### src/hw/rtl/qte_pkg.sv
// ----------------------------------------------------------------------------
// qte_pkg: shared types and constants for the quaternion to Euler converter
// Payload structs, fixed-point widths and the CORDIC arctangent table.
// ----------------------------------------------------------------------------
`default_nettype none

package qte_pkg;

	// Term width: 2*(ab+cd) of two Q1.14 products, Q28
	localparam int TERM_W = 34;
	// CORDIC x/y datapath width, room for pre-rotation and gain
	localparam int CW = 37;
	// Angle accumulator width, degrees * 2^16
	localparam int ZW = 26;
	// Angle in 1/128 degree before clamping
	localparam int UNIT_W = ZW - 8;
	// Square root: result bits and radicand width
	localparam int SQRT_BITS = 29;
	localparam int REM_W = 57;
	// Small pitch operand, |s| <= 1.0 in Q28
	localparam int SY_W = 30;
	localparam int TABLE_LEN = 24;
	localparam int QUEUE_DEPTH = 8;

	localparam logic signed [TERM_W-1:0] ONE_Q28 = 34'sd268435456;
	localparam logic signed [TERM_W-1:0] NEG_ONE_Q28 = -34'sd268435456;
	localparam logic [REM_W:0] ONE_Q56 = 58'd72057594037927936;
	localparam logic signed [ZW-1:0] Z_90 = 26'sd5898240;
	localparam logic signed [UNIT_W-1:0] PITCH_LIM = 18'sd11520;
	localparam logic signed [UNIT_W-1:0] ANGLE_LIM = 18'sd23040;

	typedef struct packed {
		logic signed [15:0] quat_w;
		logic signed [15:0] quat_x;
		logic signed [15:0] quat_y;
		logic signed [15:0] quat_z;
	} qte_quat_t;

	typedef struct packed {
		logic signed [14:0] pitch_angle;
		logic signed [15:0] roll_angle;
		logic signed [15:0] yaw_angle;
		logic               asin_saturated;
	} qte_euler_t;

	// Classified item handed from the front to the back
	typedef struct packed {
		logic signed [TERM_W-1:0] ra;
		logic signed [TERM_W-1:0] rb;
		logic signed [TERM_W-1:0] ya;
		logic signed [TERM_W-1:0] yb;
		logic signed [SY_W-1:0]   s_y;
		logic                     sat;
		logic                     neg;
		logic [REM_W-1:0]         rad;
	} qte_entry_t;

	// atan(2^-i) in degrees * 2^16, rounded
	function automatic logic signed [ZW-1:0] atan_deg16(input int unsigned i);
		logic signed [ZW-1:0] r;
		case (i)
			0: r = 26'sd2949120;
			1: r = 26'sd1740967;
			2: r = 26'sd919879;
			3: r = 26'sd466945;
			4: r = 26'sd234379;
			5: r = 26'sd117304;
			6: r = 26'sd58666;
			7: r = 26'sd29335;
			8: r = 26'sd14668;
			9: r = 26'sd7334;
			10: r = 26'sd3667;
			11: r = 26'sd1833;
			12: r = 26'sd917;
			13: r = 26'sd458;
			14: r = 26'sd229;
			15: r = 26'sd115;
			16: r = 26'sd57;
			17: r = 26'sd29;
			18: r = 26'sd14;
			19: r = 26'sd7;
			20: r = 26'sd4;
			21: r = 26'sd2;
			22: r = 26'sd1;
			default: r = '0;
		endcase
		return r;
	endfunction

endpackage

`default_nettype wire

### src/hw/rtl/qte_queue.sv
// ----------------------------------------------------------------------------
// qte_queue: short queue between front and back
// Register-based FIFO with a head read port; depth from the package.
// ----------------------------------------------------------------------------
`default_nettype none

module qte_queue import qte_pkg::*; (
	input  logic       clk,
	input  logic       arst_n,
	input  logic       push,
	input  qte_entry_t push_data,
	input  logic       pop,
	output qte_entry_t head,
	output logic       empty
);

	localparam int PTR_W = $clog2(QUEUE_DEPTH);
	localparam int CNT_W = $clog2(QUEUE_DEPTH + 1);

	qte_entry_t mem_q [0:QUEUE_DEPTH-1];
	logic [PTR_W-1:0] wr_q, rd_q;
	logic [CNT_W-1:0] cnt_q;

	// Move pointers and count
	always_ff @(posedge clk or negedge arst_n) begin
		if (!arst_n) begin
			wr_q  <= '0;
			rd_q  <= '0;
			cnt_q <= '0;
		end else begin
			if (push) begin
				wr_q <= wr_q + PTR_W'(1);
			end
			if (pop) begin
				rd_q <= rd_q + PTR_W'(1);
			end
			cnt_q <= cnt_q + CNT_W'(push) - CNT_W'(pop);
		end
	end

	// Store entries
	always_ff @(posedge clk) begin
		if (push) begin
			mem_q[wr_q] <= push_data;
		end
	end

	assign head  = mem_q[rd_q];
	assign empty = (cnt_q == '0);

endmodule

`default_nettype wire

### config.mk
export PLATFORM = sky130hd
export DESIGN_NAME = qte_queue
export DESIGN_NICKNAME = d
export VERILOG_FILES = /design/src/hw/rtl/qte_pkg.sv /design/src/hw/rtl/qte_queue.sv
export SDC_FILE = /design/constraint.sdc
export NUM_CORES = 2
export LEC_CHECK = 0
export ABC_AREA = 1
export BUFFER_PORTS_ARGS = -buffer_cell sky130_fd_sc_hd__clkbuf_2
export CORE_MARGIN = 8
export CORE_UTILIZATION = 35
export DETAILED_ROUTE_END_ITERATION = 12
export PLACE_DENSITY_LB_ADDON = 0.2
export REMOVE_ABC_BUFFERS = 1
export SYNTH_ARGS = -nofsm -noshare
export SYNTH_HDL_FRONTEND = slang
export SYNTH_SLANG_ARGS = --single-unit
### constraint.sdc
create_clock -name clk -period 10.3 [get_ports clk]
set_input_delay 1.545 -clock clk [delete_from_list [all_inputs] [get_ports clk]]
set_output_delay 1.545 -clock clk [all_outputs]
set_load 0.02 [all_outputs]
==> impl_metrics.toml <==
[outcome]
status = "complete, no violations"

[clock_tree]
cts_resized = 0
clk-insertion-delay-late_ps = 830
cts_tree = "built"
root_buffer = "clkbuf_16"
htree_num_levels = 4
ctsHoldBuffers = 0
cts_sinks = 1810
clk_pin_slew_worst_paths_ps = 60
post_cts_buffers = 0
clockBufferDepth = 3
numCtsBuffers = 201

[routing]
vias_per_cell = 4.48
drc = 0
dr_total_vias = 51000
dr.pass1.iters = 5
routed_wl_mm = 200
ant_nets = 0
drt_iter0_markers = 2951
wl_per_cell_um = 17.6

[logic_synthesis]
yosys_warnings = 0
synth_area_leaders = "edfxtp_1 69%, nand2_1 14%, inv_1 8.7%"
synth.avg_cell_area_um2 = 10.0
synthDominantCellAreaShare_pct = 68.7
yosysUniqueCellTypes = 19
synth_cells = 7839
async_flop_share_pct = 0.552
yosysTopAreaCell = "edfxtp_1"
syn_area_um2 = 78600
synth_seq_cells = 1810
synthFlopType = "edfxtp_1"
synth_edf_count = 1800
yosysSeqAreaShare_pct = 69.1

[power_and_ir_drop]
cellLeakagePower_nw = 41.1
vdd_drop_max_uv = 410
power_density_nw_per_um2 = 279

[worst_setup_path]
crit_arrival_ps = 4610
critical_path_required_ps = 8760
ff2ff_setup_slack_ps = 6960
critical_path.startpoint_type = "register"
critPathCaptureType = "output port"
worstPathMaxFanout = 165
critPathKind = "reg2out"

[floorplanning]
rows = 174
io_pins = 455
die_w_um = 490
die-area_um2 = 240000
chipHeight_um = 490
start_util_pct = 35.1
core-area_um2 = 224000

[grt]
overflow = 0
grt_pass1_vias = 49700
antenna_found_initial = 50
grt_pass1_wl_mm = 304
grt_usage_pct = 16.2
grt_max_degree = 224

[timing]
clock_skew_ps = 27.0
tightest_slew_ps = 1110
finalMaxSlewViolations = 0
setup_tns_ps = 0
fin_crit_sh_pct = 59.8
finalCriticalPeriod_ps = 6160
setup_viol = 0
hold_viol_final = 0
holdWs_ps = 553
rsz0062_at_grt = "no"
relSlewSlack_pct = 26.2
max_freq_mhz = 162

[worst_hold_path]
hold_class = "reg2reg"

[placement]
port-buffer-count = 454
detailed_place_hpwl_mm = 101
routabilityCongestion = 0.735

[finish]
area_delta_synth_final_pct = 14.2
drive_above_1_share_pct = 9.30
fin_nets = 8443

[run]
maxCapViolCount = 0
==> per-stage QoR <==
step           instance area [um^2]  utilization (%)  setup slack (ps)  total power [mW]  instances
6_report                      89800             40.1              4140              25.1      11400
5_1_grt                       89800             40.1              3750              26.6      11400
4_1_cts                       89700             40.1              4030              25.5      11400
3_5_place_dp                  83700             37.4              5000              18.7      11000
3_3_place_gp                  83700             37.4              5030              18.7      11000
2_1_floorplan                 76900                -            -38190              15.9       7492
==> layer usage <==
layer,track usage [%],up-vias,routed length [um]
met1,21.5,24400,90300
li1,-,25100,-
met4,5.32,34,5400
met5,0,-,218
met3,3.53,336,11300
met2,26.5,1059,92700
==> area by class of cell <==
| class | count | area (um^2) |
|---|---|---|
| diodes | 28 | 70.1 |
| clock buffers | 254 | 5270 |
| clock inverters | 108 | 754 |
| fillers | 21800 | 134000 |
| inverters | 1817 | 6850 |
| multi-input cells | 3865 | 15800 |
| flip-flops and latches | 1810 | 54300 |
| well taps | 2992 | 3740 |
| repair buffers | 511 | 3000 |
==> worst paths after layout <==
kind	start	cells after the start	end
hold / removal	wr_q[0]$_DFFE_PN0P_	2	wr_q[0]$_DFFE_PN0P_
setup / recovery	rd_q[0]$_DFFE_PN0P_	9	head[206]
setup reg to reg	wr_q[0]$_DFFE_PN0P_	5	mem_q[0][77]$_DFFE_PP_
hold reg to reg	wr_q[0]$_DFFE_PN0P_	2	wr_q[0]$_DFFE_PN0P_
min in group asynchronous	arst_n	1	cnt_q[0]$_DFF_PN0_
max in group asynchronous	arst_n	1	rd_q[0]$_DFFE_PN0P_
==> flip-flops by register name, indices dropped and copies added (netlist names) <==
| signal | count |
|---|---|
| cnt_q | 4 |
| mem_q | 1800 |
| rd_q | 3 |
| wr_q | 3 |
==> power breakdown <==
part           switching (mW)  internal (mW)
Combinational            6.83           2.40
Sequential              0.243           8.92
Clock                    2.93           3.74
==> cells in the mapped netlist (all sizes together) (2+ instances only) <==
library cell	count
buf	314
clkbuf	33
dfrtp	10
edfxtp	1800
ha	7
inv	1817
nand2	2938
nand3	901
nor2	9
o21ai	2
xor2	4
==> kinds of logic after synthesis <==
kind of cell	synth area share (%)
and+or+nand+nor	19.8
buffers and inverters	10.9
DFF	69.1
adders and majority gates	0.137
xor gates and xnor gates	0.0557
AOI/OAI and AO/OA	0.0191
==> cells in the final DEF, fill, tap and decap left out, drive strengths merged <==
master,count
xnor2,1
bufinv,5
diode,28
clkbuf,708
nand2,2938
nor2,9
edfxtp,1800
nand3,901
xor2,4
or2,1
clkinvlp,5
inv,1826
o21ai,2
fa,1
buf,57
a21oi,1
clkinv,89
dfrtp,10
ha,7
==> worst max-delay path, cell delays in order, from the launching register on <==
cell and delay (ps):
dfrtp_4 790, buf_4 590, buf_12 510, buf_4 860, nand2_1 130, nand3_1 120
nand2_1 70, nand2_1 60, nand2_1 110, clkbuf_2 170
No activity file was read; power rests on OpenSTA's default activity.
